<file path="src/design/pzsd_pkg.sv">
package pzsd_pkg;

    localparam int DIST_W   = 14;
    localparam int STR_W    = 9;
    localparam int ACC_W    = 20;
    localparam int FRAME_W  = 8;
    localparam int CFG_IDX_W  = 3;
    localparam int CFG_DATA_W = 14;
    localparam int S_DATA_W = 24;
    localparam int S_USER_W = 2;
    localparam int M_DATA_W = 8;

    localparam logic [FRAME_W-1:0] RATE_LIMIT_FRAMES = 8'd4;
    localparam logic [FRAME_W-1:0] FRAMES_SAT        = 8'd255;

    typedef logic [1:0] zoom_t;
    localparam zoom_t ZOOM_NONE = 2'd0;
    localparam zoom_t ZOOM_IN   = 2'd1;
    localparam zoom_t ZOOM_OUT  = 2'd2;

    typedef logic [CFG_IDX_W-1:0] cfg_idx_t;
    localparam cfg_idx_t REG_MIN_STRENGTH    = 3'd0;
    localparam cfg_idx_t REG_RELEASE_DROP    = 3'd1;
    localparam cfg_idx_t REG_MAX_DELTA       = 3'd2;
    localparam cfg_idx_t REG_FRAME_CAP       = 3'd3;
    localparam cfg_idx_t REG_STEP_SIZE       = 3'd4;
    localparam cfg_idx_t REG_TIGHT_LIMIT     = 3'd5;
    localparam cfg_idx_t REG_WIDE_LIMIT      = 3'd6;
    localparam cfg_idx_t REG_CONTINUE_FRAMES = 3'd7;

endpackage

</file>
<file path="src/design/pinch_zoom_step_detector_top.sv">
// output: a result beat is registered and appears in the cycle after its input beat is taken
// throughput: one frame per cycle while the output is not back-pressured; the tracking
// state updates at the input beat, and the output register takes a new result whenever it is empty or being drained
// reset: aresetn is synchronous, active low; it loads the register defaults,
// clears the baseline, accumulator, zoom flags and output valid, and saturates the frame count
module pinch_zoom_step_detector_top (
    input  logic                               aclk,
    input  logic                               aresetn,
    input  logic                               s_axis_tvalid,
    output logic                               s_axis_tready,
    // pinch_distance[13:0], pinch_strength[22:14], zero pad
    input  logic [pzsd_pkg::S_DATA_W-1:0]      s_axis_tdata,
    // in_pinch[0], pinch_start[1]
    input  logic [pzsd_pkg::S_USER_W-1:0]      s_axis_tuser,
    output logic                               m_axis_tvalid,
    input  logic                               m_axis_tready,
    // zoom_step[1:0], zero pad
    output logic [pzsd_pkg::M_DATA_W-1:0]      m_axis_tdata,
    // held_step[0]
    output logic                               m_axis_tuser,
    input  logic                               cfg_we,
    input  logic [pzsd_pkg::CFG_IDX_W-1:0]     cfg_addr,
    input  logic [pzsd_pkg::CFG_DATA_W-1:0]    cfg_wdata
);
    import pzsd_pkg::*;

    // configuration
    logic [STR_W-1:0]   min_strength_reg, release_drop_reg;
    logic [DIST_W-1:0]  max_delta_reg, frame_cap_reg, step_size_reg;
    logic [DIST_W-1:0]  tight_limit_reg, wide_limit_reg;
    logic [FRAME_W-1:0] continue_frames_reg;

    // tracking state
    logic                    baseline_valid_reg, baseline_valid_next;
    logic [DIST_W-1:0]       prev_distance_reg, prev_distance_next;
    logic [STR_W-1:0]        prev_strength_reg, prev_strength_next;
    logic signed [ACC_W-1:0] acc_reg, acc_next;
    logic [FRAME_W-1:0]      frames_reg, frames_next;
    logic                    zoomed_in_reg, zoomed_in_next;
    logic                    zoomed_out_reg, zoomed_out_next;

    // output register
    logic  m_valid_reg;
    zoom_t zoom_reg, zoom_next;
    logic  held_reg, held_next;

    logic               s_beat;
    logic               in_pinch, pinch_start;
    logic [DIST_W-1:0]  pinch_dist;
    logic [STR_W-1:0]   strength;
    logic [FRAME_W-1:0] frames_inc;

    logic signed [DIST_W:0]   delta;
    logic [DIST_W-1:0]        mag;
    logic signed [STR_W:0]    drop;
    logic signed [DIST_W:0]   cap_pos, cap_neg, capped;
    logic signed [ACC_W:0]    sum;
    logic signed [ACC_W-1:0]  acc_sat, acc_half;
    logic signed [ACC_W-1:0]  step_pos, step_neg;

    assign in_pinch    = s_axis_tuser[0];
    assign pinch_start = s_axis_tuser[1];
    assign pinch_dist  = s_axis_tdata[DIST_W-1:0];
    assign strength    = s_axis_tdata[DIST_W+STR_W-1:DIST_W];

    assign s_axis_tready = !m_valid_reg || m_axis_tready;
    assign s_beat        = s_axis_tvalid && s_axis_tready;

    assign frames_inc = (frames_reg == FRAMES_SAT) ? FRAMES_SAT : frames_reg + 8'd1;

    assign delta = $signed({1'b0, pinch_dist}) - $signed({1'b0, prev_distance_reg});
    assign mag   = delta[DIST_W] ? DIST_W'(-delta) : delta[DIST_W-1:0];
    assign drop  = $signed({1'b0, prev_strength_reg}) - $signed({1'b0, strength});

    assign cap_pos = $signed({1'b0, frame_cap_reg});
    assign cap_neg = -cap_pos;
    assign capped  = (delta > cap_pos) ? cap_pos : ((delta < cap_neg) ? cap_neg : delta);

    assign sum = (ACC_W+1)'(acc_reg) + (ACC_W+1)'(capped);
    // saturate to the 20 bit signed range
    assign acc_sat = (sum[ACC_W] != sum[ACC_W-1]) ?
                     {sum[ACC_W], {(ACC_W-1){~sum[ACC_W]}}} : sum[ACC_W-1:0];

    // halve rounding toward zero
    assign acc_half = (acc_reg + ACC_W'($signed({1'b0, acc_reg[ACC_W-1]}))) >>> 1;

    assign step_pos = $signed({{(ACC_W-DIST_W){1'b0}}, step_size_reg});
    assign step_neg = -step_pos;

    always_comb begin
        baseline_valid_next = baseline_valid_reg;
        prev_distance_next  = prev_distance_reg;
        prev_strength_next  = prev_strength_reg;
        acc_next            = acc_reg;
        frames_next         = frames_inc;
        zoomed_in_next      = zoomed_in_reg;
        zoomed_out_next     = zoomed_out_reg;
        zoom_next           = ZOOM_NONE;
        held_next           = 1'b0;
        if (in_pinch) begin
            if (pinch_start || !baseline_valid_reg) begin
                baseline_valid_next = 1'b1;
                prev_distance_next  = pinch_dist;
                prev_strength_next  = strength;
                acc_next            = '0;
                zoomed_in_next      = 1'b0;
                zoomed_out_next     = 1'b0;
            end else begin
                prev_distance_next = pinch_dist;
                prev_strength_next = strength;
                if (strength < min_strength_reg) begin
                    // weak pinch, tracking only
                end else if (drop > $signed({1'b0, release_drop_reg})) begin
                    acc_next = acc_half;
                end else if (mag > max_delta_reg) begin
                    // glitch, frame dropped
                end else begin
                    acc_next = acc_sat;
                    if (frames_inc < RATE_LIMIT_FRAMES) begin
                        // rate limited
                    end else if (acc_sat >= step_pos) begin
                        acc_next       = '0;
                        frames_next    = '0;
                        zoomed_in_next = 1'b1;
                        zoom_next      = ZOOM_IN;
                    end else if (acc_sat <= step_neg) begin
                        acc_next        = '0;
                        frames_next     = '0;
                        zoomed_out_next = 1'b1;
                        zoom_next       = ZOOM_OUT;
                    end else if (zoomed_out_reg && pinch_dist < tight_limit_reg &&
                                 frames_inc >= continue_frames_reg) begin
                        frames_next = '0;
                        zoom_next   = ZOOM_OUT;
                        held_next   = 1'b1;
                    end else if (zoomed_in_reg && pinch_dist > wide_limit_reg &&
                                 frames_inc >= continue_frames_reg) begin
                        frames_next = '0;
                        zoom_next   = ZOOM_IN;
                        held_next   = 1'b1;
                    end
                end
            end
        end
    end

    always_ff @(posedge aclk) begin
        if (!aresetn) begin
            min_strength_reg    <= 9'd179;
            release_drop_reg    <= 9'd13;
            max_delta_reg       <= 14'd960;
            frame_cap_reg       <= 14'd192;
            step_size_reg       <= 14'd512;
            tight_limit_reg     <= 14'd1280;
            wide_limit_reg      <= 14'd5120;
            continue_frames_reg <= 8'd12;
        end else if (cfg_we) begin
            case (cfg_addr)
                REG_MIN_STRENGTH:    min_strength_reg    <= cfg_wdata[STR_W-1:0];
                REG_RELEASE_DROP:    release_drop_reg    <= cfg_wdata[STR_W-1:0];
                REG_MAX_DELTA:       max_delta_reg       <= cfg_wdata;
                REG_FRAME_CAP:       frame_cap_reg       <= cfg_wdata;
                REG_STEP_SIZE:       step_size_reg       <= cfg_wdata;
                REG_TIGHT_LIMIT:     tight_limit_reg     <= cfg_wdata;
                REG_WIDE_LIMIT:      wide_limit_reg      <= cfg_wdata;
                REG_CONTINUE_FRAMES: continue_frames_reg <= cfg_wdata[FRAME_W-1:0];
                default: begin
                end
            endcase
        end
    end

    always_ff @(posedge aclk) begin
        if (!aresetn) begin
            baseline_valid_reg <= 1'b0;
            prev_distance_reg  <= '0;
            prev_strength_reg  <= '0;
            acc_reg            <= '0;
            frames_reg         <= FRAMES_SAT;
            zoomed_in_reg      <= 1'b0;
            zoomed_out_reg     <= 1'b0;
        end else if (s_beat) begin
            baseline_valid_reg <= baseline_valid_next;
            prev_distance_reg  <= prev_distance_next;
            prev_strength_reg  <= prev_strength_next;
            acc_reg            <= acc_next;
            frames_reg         <= frames_next;
            zoomed_in_reg      <= zoomed_in_next;
            zoomed_out_reg     <= zoomed_out_next;
        end
    end

    always_ff @(posedge aclk) begin
        if (!aresetn) begin
            m_valid_reg <= 1'b0;
        end else if (s_beat) begin
            m_valid_reg <= 1'b1;
        end else if (m_axis_tready) begin
            m_valid_reg <= 1'b0;
        end
    end

    always_ff @(posedge aclk) begin
        if (s_beat) begin
            zoom_reg <= zoom_next;
            held_reg <= held_next;
        end
    end

    assign m_axis_tvalid = m_valid_reg;
    assign m_axis_tdata  = {{(M_DATA_W-2){1'b0}}, zoom_reg};
    assign m_axis_tuser  = held_reg;

    a_held_has_dir: assert property (@(posedge aclk) disable iff (!aresetn)
        m_valid_reg && held_reg |-> zoom_reg != ZOOM_NONE)
        else $error("held step without a direction");

    a_step_code: assert property (@(posedge aclk) disable iff (!aresetn)
        m_valid_reg |-> (zoom_reg == ZOOM_NONE || zoom_reg == ZOOM_IN || zoom_reg == ZOOM_OUT))
        else $error("undefined zoom code");

    a_step_clears_count: assert property (@(posedge aclk) disable iff (!aresetn)
        s_beat && zoom_next != ZOOM_NONE |=> frames_reg == '0)
        else $error("frame count not cleared after a step");

    a_no_beat_holds_acc: assert property (@(posedge aclk) disable iff (!aresetn)
        !s_beat |=> $stable(acc_reg))
        else $error("accumulator moved without an input beat");

endmodule
</file>
<file path="config.mk">
export PLATFORM = sky130hd
export DESIGN_NAME = pinch_zoom_step_detector_top
export DESIGN_NICKNAME = d
export VERILOG_FILES = /design/src/design/pzsd_pkg.sv /design/src/design/pinch_zoom_step_detector_top.sv
export SDC_FILE = /design/constraint.sdc
export NUM_CORES = 1
export LEC_CHECK = 0
export ABC_CLOCK_PERIOD_IN_PS = 10100
export BUFFER_PORTS_ARGS = -buffer_cell sky130_fd_sc_hd__buf_2
export CAP_MARGIN = 20
export CELL_PAD_IN_SITES_DETAIL_PLACEMENT = 0
export CELL_PAD_IN_SITES_GLOBAL_PLACEMENT = 1
export CORE_MARGIN = 2
export CORE_UTILIZATION = 40
export CTS_BUF_LIST = sky130_fd_sc_hd__clkbuf_4
export CTS_CLUSTER_DIAMETER = 150
export CTS_CLUSTER_SIZE = 20
export DETAILED_ROUTE_END_ITERATION = 12
export HOLD_SLACK_MARGIN = 0.12
export PLACE_DENSITY = 0.84
export SKIP_CTS_REPAIR_TIMING = 1
export SYNTH_ARGS = -nofsm -noshare
export SYNTH_HDL_FRONTEND = slang
export SYNTH_SLANG_ARGS = --single-unit
</file>
<file path="constraint.sdc">
create_clock -name aclk -period 10.1 [get_ports aclk]
set_clock_uncertainty 0.1 [all_clocks]
set_input_delay 2.525 -clock aclk [delete_from_list [all_inputs] [get_ports aclk]]
set_output_delay 2.525 -clock aclk [all_outputs]
set_load 0.02 [all_outputs]
</file>
* Word-level counts from Yosys, hierarchy flattened *
Index checks and enable logic that the tools add are counted.

storage, ports and cells
  bits in registers = 154
  logic and storage cells = 127

operators by class
  muxes and demuxes = 43
  $add $sub $neg = 8
  bitwise gates (word level) = 2
  order comparisons = 11
  equality and inequality tests = 15
  reduce and logical (&&, ||, !) cells = 29

operators by type and width
  kind                                          count
  2-to-1 mux 20 bit                             8
  2-to-1 mux 8 bit                              11
  2-to-1 mux 15 bit                             2
  > comparator 14 bit                           2
  adder 20 x 15 -> 21 bit                       1
  adder 20 x 2 -> 20 bit                        1
  greater-or-equal comparator 20 x 15 -> 1 bit  1
  <= comparator 20 bit                          1
  negation 14 -> 20 bit                         1
  2-to-1 mux 1 bit                              19
  AND reduction 2 bit                           9
  > comparator 15 bit                           1
  less-than comparator 15 bit                   1
  negation 14 -> 15 bit                         1
  subtractor 14 x 14 -> 15 bit                  1
  less-than comparator 14 bit                   1
  2-to-1 mux 14 bit                             1
  negation 14 bit                               1
  == test 3 bit, second input constant          4
  > comparator 10 bit                           1
  != test 2 bit, second input constant          5
  subtractor 9 x 9 -> 10 bit                    1
  less-than comparator 9 bit                    1
  adder 8 x 1 -> 8 bit, second input constant   1
  21 further kinds                              32

* Depth between registers and ports, before layout *
Gate-level depths: netlist of run 1.

  word-level depth = 16
  mapped depth = 44
  depth with buffers taken out = 40

* Worst setup path before layout of run 1 *
OpenSTA, ideal clock, no wires.

  path kind = input -> register
  from = in s_axis_tdata[4] (netlist name)
  to = reg acc_reg[6]
  arrival time = 10.371 ns
  required time = 9.921 ns
  slack = -0.450 ns
  buffers on the path = 4
  stages = 42
  setup time = 0.079 ns
  cells stage by stage = ha_1 a21o_1 o21ai_0 a31oi_1 a221oi_1 o21bai_1 xnor2_1 inv_1 ha_1 a21o_1 a21o_1 a21oi_1 nand2b_1 o211ai_1 clkbuf_1 clkbuf_8 o211ai_1 nand2_1 [... 6 more ...] nand2_1 a21oi_2 o21ai_1 o21ai_0 inv_1 ha_1 nand3_1 o221a_2 o21ai_0 a221o_1 nor4_1 a211oi_1 a21o_1 a21oi_1 or3_1 buf_2 buf_2 o211ai_1

between the ends
  cells in the longest elaborated chain, start to end = 15
  elaborated cells between the ends (all ways) = 23

RTL lines
  what                                             line                                                                    RTL
  start, declared                                  pinch_zoom_step_detector_top.sv:12                                      input logic [pzsd_pkg::S_DATA_W-1:0] s_axis_tdata,
  subtractor 14 x 14 -> 15 bit *                   pinch_zoom_step_detector_top.sv:71                                      assign delta = $signed({1'b0, pinch_dist}) - $signed({1'b0, prev_distance_reg});
  less-than comparator 15 bit                      pinch_zoom_step_detector_top.sv:77                                      assign capped = (delta > cap_pos) ? cap_pos : ((delta < cap_neg) ? cap_neg : delta);
  2-to-1 mux 15 bit (2 in a row)                   pinch_zoom_step_detector_top.sv:77
  adder 20 x 15 -> 21 bit                          pinch_zoom_step_detector_top.sv:79                                      assign sum = (ACC_W+1)'(acc_reg) + (ACC_W+1)'(capped);
  != test 1 bit or inverter 1 bit (tied branches)  pinch_zoom_step_detector_top.sv:81, pinch_zoom_step_detector_top.sv:82
  2-to-1 mux 20 bit                                pinch_zoom_step_detector_top.sv:81                                      assign acc_sat = (sum[ACC_W] != sum[ACC_W-1]) ?
  <= comparator 20 bit                             pinch_zoom_step_detector_top.sv:126                                     end else if (acc_sat <= step_neg) begin
  2-to-1 mux 20 bit                                pinch_zoom_step_detector_top.sv:126
  2-to-1 mux 20 bit                                pinch_zoom_step_detector_top.sv:121                                     end else if (acc_sat >= step_pos) begin
  2-to-1 mux 20 bit                                pinch_zoom_step_detector_top.sv:119                                     if (frames_inc < RATE_LIMIT_FRAMES) begin
  2-to-1 mux 20 bit                                pinch_zoom_step_detector_top.sv:115                                     end else if (mag > max_delta_reg) begin
  2-to-1 mux 20 bit                                pinch_zoom_step_detector_top.sv:113                                     end else if (drop > $signed({1'b0, release_drop_reg})) begin
  2-to-1 mux 20 bit                                pinch_zoom_step_detector_top.sv:111                                     if (strength < min_strength_reg) begin
  2-to-1 mux 20 bit                                pinch_zoom_step_detector_top.sv:101                                     if (pinch_start || !baseline_valid_reg) begin
  end signal, assigned                             pinch_zoom_step_detector_top.sv:186                                     acc_reg <= acc_next;
  end, declared                                    pinch_zoom_step_detector_top.sv:37                                      logic signed [ACC_W-1:0] acc_reg, acc_next;

Mark *: on every way between the ends. The rest lies on a longest branch, timed or not. The select of a mux whose other input is x is not followed.
A chain may end at the register's enable or synchronous reset.

* Worst setup path after layout of run 1 *
  from = in s_axis_tdata[0] (netlist name)
  to = reg acc_reg[17]

Same word-level chain as after synthesis.

==> results of run 1 <==
## cells in the final DEF, fill, tap and decap left out, types with 26 or more instances in the layout
| cell type | n |
|---|---|
| nand2_1 | 306 |
| buf_4 | 196 |
| inv_1 | 160 |
| dfxtp_1 | 151 |
| a21oi_1 | 144 |
| ha_1 | 143 |
| nor2_1 | 75 |
| buf_2 | 49 |
| nand3_1 | 47 |
| xnor2_1 | 47 |
| o21ai_0 | 38 |
| o211ai_1 | 35 |
| a21o_1 | 33 |
| ha_4 | 26 |
## layout make-up
cell class	instances	area, sq um
Fill cell	2944	15100
Sequential cell	154	3110
Tap cell	402	503
Multi-Input combinational cell	1322	9710
Clock buffer	18	135
Inverter	170	642
Timing Repair Buffer	269	2100
Clock inverter	14	146
Antenna cell	1	2.50
## layer usage
layer,track usage,up-vias
met5,0,-
met4,0.0606,2
met3,0.0247,43
met2,0.381,244
met1,0.292,5903
li1,-,6445
## kinds of logic (layout without fill, tap and decap cells)
family,count (synthesis),after routing,share of synthesized area
fa+ha+maj,174,174,0.172
xor+xnor,72,72,0.0499
flops,154,154,0.244
compound gates,451,451,0.226
other cells,1,7,0.000293
mux,5,6,0.00411
simple gates,613,613,0.224
buf+inv,240,471,0.0800
## report_power, final
| group | switching, uW | internal (uW) |
|---|---|---|
| sequential | 17.2 | 629 |
| combinational | 599 | 551 |
| clock | 248 | 151 |
| total | 864 | 1330 |
## worst paths after layout
| path | startpoint | to | cells after the start |
|---|---|---|---|
| min | wide_limit_reg[2] | wide_limit_reg[2] | 2 |
| min reg2reg | wide_limit_reg[2] | wide_limit_reg[2] | 2 |
| max | s_axis_tdata[0] | acc_reg[17] | 44 |
| max reg2reg | prev_distance_reg[1] | acc_reg[17] | 44 |
## worst max-delay path, delay by kind of cell
family	cells	cell delay [ns]
xor gates and xnor gates	1	0.19
buffers and inverters	10	1.11
AOI/OAI and AO/OA	20	3.68
and+or+nand+nor	8	1.66
adders and majority gates	5	1.43
## stage by stage
stage | setup TNS, ns | utilization
finish | -1.05 | 0.520
floorplan | 0 | -
global route | -9.19 | 0.520
CTS | -10.36 | 0.473
global placement | -27.97 | 0.464
detailed placement | -29.84 | 0.464
==> key figures, run 1 <==
Clocking
  – CTS tree: built
  – Clock slew at reported path FFs: 0.14 ns
  – CTS HTree Levels: 4
  – CTS buffer count: 17
  – Insertion delay to the later sink of the worst-skew pair: 0.60 ns
  – Root buf cell: clkbuf_4
  – Num Clock Sinks: 154
  – Clock Path Buffers: 2

GRT
  – First-pass GRT wire length: 59200 um
  – Grt total ovfl: 0
  – Largest net degree at the start of global routing: 101
  – Initial antenna violation count: 2
  – Vias in the first global route: 11705
  – GRT Total Usage: 0.221

Timing
  – Max Freq: 98.0 MHz
  – Final count of hold timing violations: 0
  – Crit share post-route: 1.01
  – Hold_ws: 0.363 ns
  – Slew HR: 0.260
  – Final setup fails: 23
  – Slew @ Worst Pin: 1.11 ns
  – Final slew viol count: 0
  – Setup slack after layout: -0.108 ns
  – RSZ-0062 raised after global routing: true
  – Tmin final: 10.21 ns

Drt
  – First DRT Iteration DRCs: 666
  – Met3 Wirelength: 1460 um
  – Remaining DRCs: 0
  – Highest metal used: met5
  – M1 wire length: 17600 um
  – Drt wl/cell: 16.4 um
  – Via count: 12637
  – Met2 Wirelength: 18500 um
  – Pre-antenna DRT Iters: 5
  – Vias per cell: 5.38
  – Antenna-violating nets left: 0
  – Total wire length: 38400 um

Floorplanning
  – Die height: 183 um
  – Die X: 183 um
  – Die area: 33400 sq um
  – Top-Level Pins: 59
  – Initial Util: 0.406
  – Row count: 65
  – Core area: 31500 sq um

Logic synthesis
  – Cells after Synth: 1710
  – Post-synth cell types: 87
  – Post-synth EDFFs: 3
  – Syn_area_per_cell: 7.47 sq um
  – Sequential area share after synthesis: 0.244
  – Most numerous cell in the Yosys netlist: nand2_1
  – Prevailing post-synth register cell: dfxtp_1
  – Top-area cell type share of the netlist area: 0.237
  – Synth top area cells: dfxtp_1 24%, ha_1 17%, nand2_1 9.0%, a21oi_1 6.8%, inv_1 5.0%
  – Most frequent cells after synthesis: 308 x nand2_1, 174 x a21oi_1, 171 x ha_1
  – Synth area leader: dfxtp_1
  – Ys Warns: 0
  – Post-Syn Area: 12800 sq um
  – Number of synthesized register bits: 154
  – Async S/R FF share, synth: 0

Critical path
  – Startpoint Class: input pin
  – Max incr delay on CP: 0.46 ns
  – Req. time, crit path: 10.51 ns
  – Slowest CP cell: or3_4
  – CP dominant cell by count: a21oi_2
  – Crit. End Element: register
  – Critical path type: input pin to register
  – R2R setup slack: 1.48 ns
  – WP data arrival: 10.62 ns
  – Critical path peak fanout: 6

Worst hold path
  – Hold WC Path Type: register to register

Placement
  – Placed Area: 14600 sq um
  – Routability Congestion: 0.896
  – IO buf count: 51
  – Placed cells: 2276
  – Hpwl dp: 28600 um
  – Pre-CTS WS: -1.02 ns

Final layout
  – Share of cells above drive strength 1: 0.254
  – Final instance area: 16400 sq um
  – Final #Nets: 2156
  – Post-route insts no fill: 2350
  – Area grow syn2layout: 28.0%
  – Largest register FFs: 20

Pwr
  – Worst VDD drop: 0.000116 V
  – Static Leak: 0.00691 uW
  – Cell Pwr Density: 134 nW/um^2
  – Total power: 2190 uW

Outcome
  – Failing checks: negative setup slack
  – Outcome: complete, but fails checks

Job
  – Maxcap violations: 0
No activity file was read; power rests on OpenSTA's default activity.
==> run 2: changes to the inputs <==
--- a/config.mk
+++ b/config.mk
@@ -8,8 +8,6 @@
 export ABC_CLOCK_PERIOD_IN_PS = 10100
 export BUFFER_PORTS_ARGS = -buffer_cell sky130_fd_sc_hd__buf_2
 export CAP_MARGIN = 20
-export CELL_PAD_IN_SITES_DETAIL_PLACEMENT = 0
-export CELL_PAD_IN_SITES_GLOBAL_PLACEMENT = 1
 export CORE_MARGIN = 2
 export CORE_UTILIZATION = 40
 export CTS_BUF_LIST = sky130_fd_sc_hd__clkbuf_4
@@ -17,7 +15,7 @@
 export CTS_CLUSTER_SIZE = 20
 export DETAILED_ROUTE_END_ITERATION = 12
 export HOLD_SLACK_MARGIN = 0.12
-export PLACE_DENSITY = 0.84
+export PLACE_DENSITY = 0.68
 export SKIP_CTS_REPAIR_TIMING = 1
 export SYNTH_ARGS = -nofsm -noshare
 export SYNTH_HDL_FRONTEND = slang
==> run 2 against run 1 <==
The flow still finishes with violations (negative setup slack); critical endpoint is now acc_reg[10]; highest routed layer unchanged; power grew 0.89%; global-route usage is 0.15 points lower; die area did not move; hold slack about the same; sequential power hardly changed; via count grew 1.4%; combinational power is essentially flat; sequential share of layout area is 0.38 points higher; clock power up 13%; worst setup slack got worse by 0.015 ns.
==> key figures, run 2 (same netlist as run 1, synthesis figures left out) <==
Outcome
  – Outcome: complete, but fails checks (unchanged)
  – Failing checks: negative setup slack (unchanged)

Drt
  – Total wire length: 38500 um (was 38400 um)
  – Via count: 12812 (was 12637)
  – Drt wl/cell: 16.4 um (about the same)
  – First DRT Iteration DRCs: 1040 (was 666)
  – Antenna-violating nets left: 0 (unchanged)
  – Remaining DRCs: 0 (unchanged)
  – Pre-antenna DRT Iters: 5 (unchanged)
  – Vias per cell: 5.47 (was 5.38)

Critical path
  – Max incr delay on CP: 0.39 ns (was 0.46 ns)
  – Crit. End Element: register (unchanged)
  – WP data arrival: 10.62 ns (about the same)
  – Slowest CP cell: a211o_2 (was or3_4)
  – Critical Path Start: s_axis_tdata[0] (unchanged)
  – CP dominant cell by count: a21o_1 (was a21oi_2)
  – Req. time, crit path: 10.50 ns (was 10.51 ns)
  – Critical path type: input pin to register (unchanged)
  – Startpoint Class: input pin (unchanged)
  – R2R Path Start: prev_distance_reg[0] (was prev_distance_reg[1])
  – R2R setup slack: 1.56 ns (was 1.48 ns)
  – Critical path peak fanout: 7 (was 6)

Placement
  – Pre-CTS WS: -0.987 ns (was -1.02 ns)
  – Placed cells: 2283 (was 2276)
  – Hpwl dp: 28600 um (about the same)
  – IO buf count: 51 (unchanged)
  – Routability Congestion: 0.885 (was 0.896)

Clocking
  – Clock slew at reported path FFs: 0.13 ns (was 0.14 ns)
  – CTS HTree Levels: 4 (unchanged)
  – Num Clock Sinks: 154 (unchanged)
  – Insertion delay to the later sink of the worst-skew pair: 0.59 ns (was 0.60 ns)
  – CTS buffer count: 17 (unchanged)
  – CTS tree: built (unchanged)
  – Root buf cell: clkbuf_4 (unchanged)
  – Clock Path Buffers: 2 (unchanged)

GRT
  – Grt total ovfl: 0 (unchanged)
  – Initial antenna violation count: 4 (was 2)
  – Largest net degree at the start of global routing: 96 (was 101)
  – GRT Total Usage: 0.219 (was 0.221)
  – Vias in the first global route: 11980 (was 11705)
  – First-pass GRT wire length: 59300 um (was 59200 um)

Final layout
  – Share of cells above drive strength 1: 0.238 (was 0.254)
  – Area grow syn2layout: 25.5% (was 28.0%)
  – Final #Nets: 2147 (was 2156)
  – Largest register FFs: 20 (unchanged)
  – Commonest non-fill, non-tap cell in the layout: nand2_1 (unchanged)
  – Layout fillers: 2895 (was 2944)
  – Most frequent cells in the layout: 303 x nand2_1, 192 x buf_4, 162 x inv_1, 152 x ha_1, 151 x dfxtp_1 (was 306 x nand2_1, 196 x buf_4, 160 x inv_1, 151 x dfxtp_1, 144 x a21oi_1)
  – Post-route insts no fill: 2343 (was 2350)

Pwr
  – Switching fraction of total power: 0.378 (was 0.394)
  – Clk pwr share: 0.204 (was 0.182)
  – Internal: 1380 uW (was 1330 uW)
  – Psw: 837 uW (was 864 uW)
  – Worst VDD drop: 0.0000878 V (was 0.000116 V)
  – Cell Pwr Density: 138 nW/um^2 (was 134 nW/um^2)
  – Sequential share of power: 0.291 (was 0.294)
  – Static Leak: 0.00684 uW (was 0.00691 uW)
  – Logic pwr share: 0.505 (was 0.524)

Timing
  – Final setup fails: 20 (was 23)
  – Final slew viol count: 0 (unchanged)
  – Final count of hold timing violations: 0 (unchanged)
  – Max Freq: 97.8 MHz (was 98.0 MHz)
  – Tmin final: 10.22 ns (was 10.21 ns)
  – Crit share post-route: 1.01 (about the same)
  – Setup slack after layout: -0.123 ns (was -0.108 ns)
  – Slew @ Worst Pin: 1.05 ns (was 1.11 ns)
  – Slew HR: 0.302 (was 0.260)
  – RSZ-0062 raised after global routing: true (unchanged)

Worst hold path
  – Hold WC Path Type: register to register (unchanged)
  – Min-delay src: max_delta_reg[12] (was wide_limit_reg[2])

Job
  – Maxcap violations: 0 (unchanged)

Floorplanning
  – Top-Level Pins: 59 (unchanged)
  – Die X: 183 um (unchanged)
  – Core area: 31500 sq um (unchanged)
  – Row count: 65 (unchanged)
  – Initial Util: 0.406 (unchanged)
  – Die area: 33400 sq um (unchanged)
  – Die height: 183 um (unchanged)
run 2: cell types whose count changed in the layout (fill, tap and decap cells not counted), moves of 4 or more:
| cell | change |
|---|---|
| o21ai_1 | +5 |
| ha_4 | -10 |
| a21oi_1 | +5 |
| buf_6 | -4 |
| ha_1 | +9 |
| buf_4 | -4 |
run 2: worst paths after layout:
path / end / depth (start not counted)
hold / removal: max_delta_reg[12] / 2
setup reg to reg: acc_reg[10] / 41
hold reg to reg: max_delta_reg[12] / 2
setup / recovery: acc_reg[10] / 43
run 2: through the flow:
step / util / hold slack, ns / power [uW] / area [sq um] / TNS (ns)
after floorplan: - / 0.326 / 1230 / 12900 / 0
after global placement: 0.466 / 0.342 / 1560 / 14700 / -25.65
after detailed placement: 0.466 / 0.347 / 1580 / 14700 / -28.23
after CTS: 0.476 / 0.365 / 2040 / 15000 / -8.82
after global routing: 0.509 / 0.379 / 2360 / 16000 / -10.61
final: 0.509 / 0.363 / 2210 / 16000 / -0.853
run 2: area by class of cell:
class | count | area (sq um) | area share
clock buffers | 18 | 135 | 0.00843
multi-input cells | 1322 | 9450 | 0.590
well taps | 402 | 503 | 0.0314
clock inverters | 14 | 203 | 0.0126
inverters | 170 | 642 | 0.0400
diodes | 3 | 7.51 | 0.000468
flip-flops and latches | 154 | 3110 | 0.194
repair buffers | 260 | 1980 | 0.123
run 2: worst max-delay path, delay by kind of cell:
family	cells	cell delay (ns)
muxes	1	0.18
buffers and inverters	8	0.98
and+or+nand+nor	10	1.76
adders and majority gates	5	1.36
xor gates and xnor gates	1	0.19
AOI/OAI and AO/OA	18	3.62
run 2: layer usage:
| metal | vias up | part of all wire | track usage |
|---|---|---|---|
| met5 | - | 0.00052 | 0 |
| met4 | 4 | 0.031 | 0.0839 |
| met3 | 78 | 0.049 | 0.0283 |
| met2 | 334 | 0.47 | 0.369 |
| met1 | 5979 | 0.45 | 0.286 |
| li1 | 6417 | - | - |
run 2: power by group through the flow:
stage               Combinational, uW  Clock [uW]  Sequential [uW]
floorplan                         576           0              653
global placement                  900           0              657
detailed placement                924           0              658
CTS                               934         460              645
global route                     1230         481              648
finish                           1120         451              645
==> run 3: changes to the inputs <==
--- a/config.mk
+++ b/config.mk
@@ -5,9 +5,9 @@
 export SDC_FILE = /design/constraint.sdc
 export NUM_CORES = 1
 export LEC_CHECK = 0
-export ABC_CLOCK_PERIOD_IN_PS = 10100
+export ABC_CLOCK_PERIOD_IN_PS = 8300
 export BUFFER_PORTS_ARGS = -buffer_cell sky130_fd_sc_hd__buf_2
-export CAP_MARGIN = 20
+export CORE_ASPECT_RATIO = 0.5
 export CORE_MARGIN = 2
 export CORE_UTILIZATION = 40
 export CTS_BUF_LIST = sky130_fd_sc_hd__clkbuf_4
==> constraint.sdc (replaced) <==
create_clock -name aclk -period 8.3 [get_ports aclk]
set_clock_uncertainty 0.1 [all_clocks]
set_input_delay 2.075 -clock aclk [delete_from_list [all_inputs] [get_ports aclk]]
set_output_delay 2.075 -clock aclk [all_outputs]
set_load 0.02 [all_outputs]
==> run 3 against run 2 <==
The run still ends with negative setup slack left; count of clock-buffer cells in the layout is the same; sequential share of layout area down 0.43 points; critical path depth down 1; sequential cell count is the same; clock power rose by 4%; non-clock buffer count increased by 19; worst setup slack worse by 1.1 ns; sequential power rose by 22%; routed wire length is 0.70% higher.
==> key figures, run 3 (same netlist as run 1, synthesis figures left out) <==
GRT
  – Largest net degree at the start of global routing: 86 (was 96)
  – Vias in the first global route: 11381 (was 11980)
  – Initial antenna violation count: 2 (was 4)
  – First-pass GRT wire length: 58600 um (was 59300 um)
  – Grt total ovfl: 0 (unchanged)
  – GRT Total Usage: 0.220 (was 0.219)

Critical path
  – Slowest CP cell: fa_2 (was a211o_2)
  – R2R Path Start: prev_distance_reg[1] (was prev_distance_reg[0])
  – Critical path type: input pin to register (unchanged)
  – Startpoint Class: input pin (unchanged)
  – R2R setup slack: 0 ns (was 1.56 ns)
  – WP data arrival: 9.93 ns (was 10.62 ns)
  – Critical path peak fanout: 8 (was 7)
  – Crit. End Element: register (unchanged)
  – Reg-to-Reg End: acc_reg[3] (was acc_reg[10])
  – Req. time, crit path: 8.74 ns (was 10.50 ns)
  – Worst-case reg-to-reg path depth: 40 (was 41)
  – Max incr delay on CP: 0.40 ns (was 0.39 ns)

Floorplanning
  – Core area: 31500 sq um (about the same)
  – Initial Util: 0.405 (was 0.406)
  – Die height: 130 um (was 183 um)
  – Die X: 257 um (was 183 um)
  – Die area: 33500 sq um (was 33400 sq um)
  – Top-Level Pins: 59 (unchanged)
  – Row count: 46 (was 65)

Timing
  – Crit share post-route: 1.14
  – Tmin final: 9.49 ns
  – Max Freq: 105 MHz
  – Slew HR: 0.185 (was 0.302)
  – RSZ-0062 raised after global routing: true (unchanged)
  – Slew @ Worst Pin: 1.22 ns (was 1.05 ns)
  – Final setup fails: 33 (was 20)
  – Setup slack after layout: -1.19 ns (was -0.123 ns)
  – Final count of hold timing violations: 0 (unchanged)
  – Final slew viol count: 0 (unchanged)
  – Hold_ws: 0.364 ns (was 0.363 ns)

Drt
  – Pre-antenna DRT Iters: 5 (unchanged)
  – Total wire length: 38800 um (was 38500 um)
  – Vias per cell: 5.34 (was 5.47)
  – Remaining DRCs: 0 (unchanged)
  – Drt wl/cell: 16.2 um (was 16.4 um)
  – Via count: 12777 (was 12812)
  – First DRT Iteration DRCs: 967 (was 1040)
  – Antenna-violating nets left: 0 (unchanged)

Placement
  – IO buf count: 51 (unchanged)
  – Hpwl dp: 28700 um (was 28600 um)
  – Routability Congestion: 0.878 (was 0.885)

Pwr
  – Switching fraction of total power: 0.400 (was 0.378)
  – Logic pwr share: 0.528 (was 0.505)
  – Internal: 1590 uW (was 1380 uW)
  – Sequential share of power: 0.296 (was 0.291)
  – Psw: 1060 uW (was 837 uW)
  – Worst VDD drop: 0.0000768 V (was 0.0000878 V)
  – Clk pwr share: 0.176 (was 0.204)
  – Total power: 2650 uW (was 2210 uW)
  – Static Leak: 0.00695 uW (was 0.00684 uW)
  – Cell Pwr Density: 162 nW/um^2 (was 138 nW/um^2)

Outcome
  – Outcome: complete, but fails checks (unchanged)
  – Failing checks: negative setup slack (unchanged)

Worst hold path
  – Hold path cells: 2 (unchanged)
  – Hold Path End: wide_limit_reg[4] (was max_delta_reg[12])
  – Min-delay src: wide_limit_reg[4] (was max_delta_reg[12])
  – Hold WC Path Type: register to register (unchanged)

Final layout
  – Final #Nets: 2166 (was 2147)
  – Share of cells above drive strength 1: 0.251 (was 0.238)
  – Layout fillers: 3022 (was 2895)
  – Most frequent cells in the layout: 303 x nand2_1, 204 x buf_4, 159 x inv_1, 151 x dfxtp_1, 150 x a21oi_1 (was 303 x nand2_1, 192 x buf_4, 162 x inv_1, 152 x ha_1, 151 x dfxtp_1)
  – Commonest non-fill, non-tap cell in the layout: nand2_1 (unchanged)
  – Area grow syn2layout: 28.3% (was 25.5%)
  – Largest register FFs: 20 (unchanged)

Clocking
  – Num Clock Sinks: 154 (unchanged)
  – Clock slew at reported path FFs: 0.14 ns (was 0.13 ns)
  – CTS HTree Levels: 4 (unchanged)
  – Root buf cell: clkbuf_4 (unchanged)
  – CTS tree: built (unchanged)
  – Clock Path Buffers: 2 (unchanged)
  – Insertion delay to the later sink of the worst-skew pair: 0.61 ns (was 0.59 ns)
  – CTS buffer count: 17 (unchanged)

Job
  – Maxcap violations: 0 (unchanged)
-- run 3: worst max-delay path by stage --
| stage | end | slack (ns) | start | depth (start not counted) |
|---|---|---|---|---|
| floorplan | acc_reg[14] | -1.14 | s_axis_tdata[4] | 41 |
| global placement | acc_reg[10] | -1.97 | s_axis_tdata[0] | 41 |
| CTS | acc_reg[10] | -1.40 | s_axis_tdata[1] | 41 |
| detailed placement | acc_reg[10] | -2.01 | s_axis_tdata[1] | 41 |
| global route | acc_reg[6] | -1.50 | s_axis_tdata[1] | 44 |
| finish | acc_reg[3] | -1.19 | s_axis_tdata[0] | 42 |
-- run 3: power groups by stage --
stage                     registers [uW]  clock network, uW  logic [uW]
after floorplan                      795                  0         741
after global placement               800                  0        1140
after detailed placement             800                  0        1160
after CTS                            784                477        1170
after global routing                 788                504        1530
final                                785                467        1400
-- run 3: worst max-delay path, delay by kind of cell --
kind | cells | cell delay (ns)
buf+inv | 7 | 0.81
xor+xnor | 1 | 0.16
simple gates | 2 | 0.49
compound gates | 25 | 4.56
fa+ha+maj | 6 | 1.60
mux | 1 | 0.20
-- run 3: cell type report --
class,count,area [sq um],area share
Timing Repair Buffer,279,2120,0.129
Multi-Input combinational cell,1322,9700,0.592
Inverter,170,642,0.0392
Clock buffer,18,135,0.00824
Clock inverter,14,136,0.00832
Tap cell,432,541,0.0330
Sequential cell,154,3110,0.190
Antenna cell,2,5.00,0.000305
-- run 3: routing by layer --
| layer | wire length (um) | track usage | up-vias |
|---|---|---|---|
| li1 | - | - | 6438 |
| met5 | 0 | 0 | - |
| met4 | 1060 | 0.0670 | 0 |
| met3 | 2150 | 0.0394 | 58 |
| met1 | 18100 | 0.295 | 5961 |
| met2 | 17500 | 0.363 | 320 |
-- run 3: stage by stage --
step	setup TNS [ns]	worst slack (ns)	instance area, sq um	util	std cells
2_1_floorplan	-32.14	-1.14	13100	-	1715
3_3_place_gp	-60.53	-1.97	15000	0.474	2326
3_5_place_dp	-62.04	-2.01	15000	0.474	2326
4_1_cts	-41.51	-1.40	15200	0.483	2358
5_1_grt	-46.58	-1.50	16400	0.520	2391
6_report	-36.38	-1.19	16400	0.520	2391
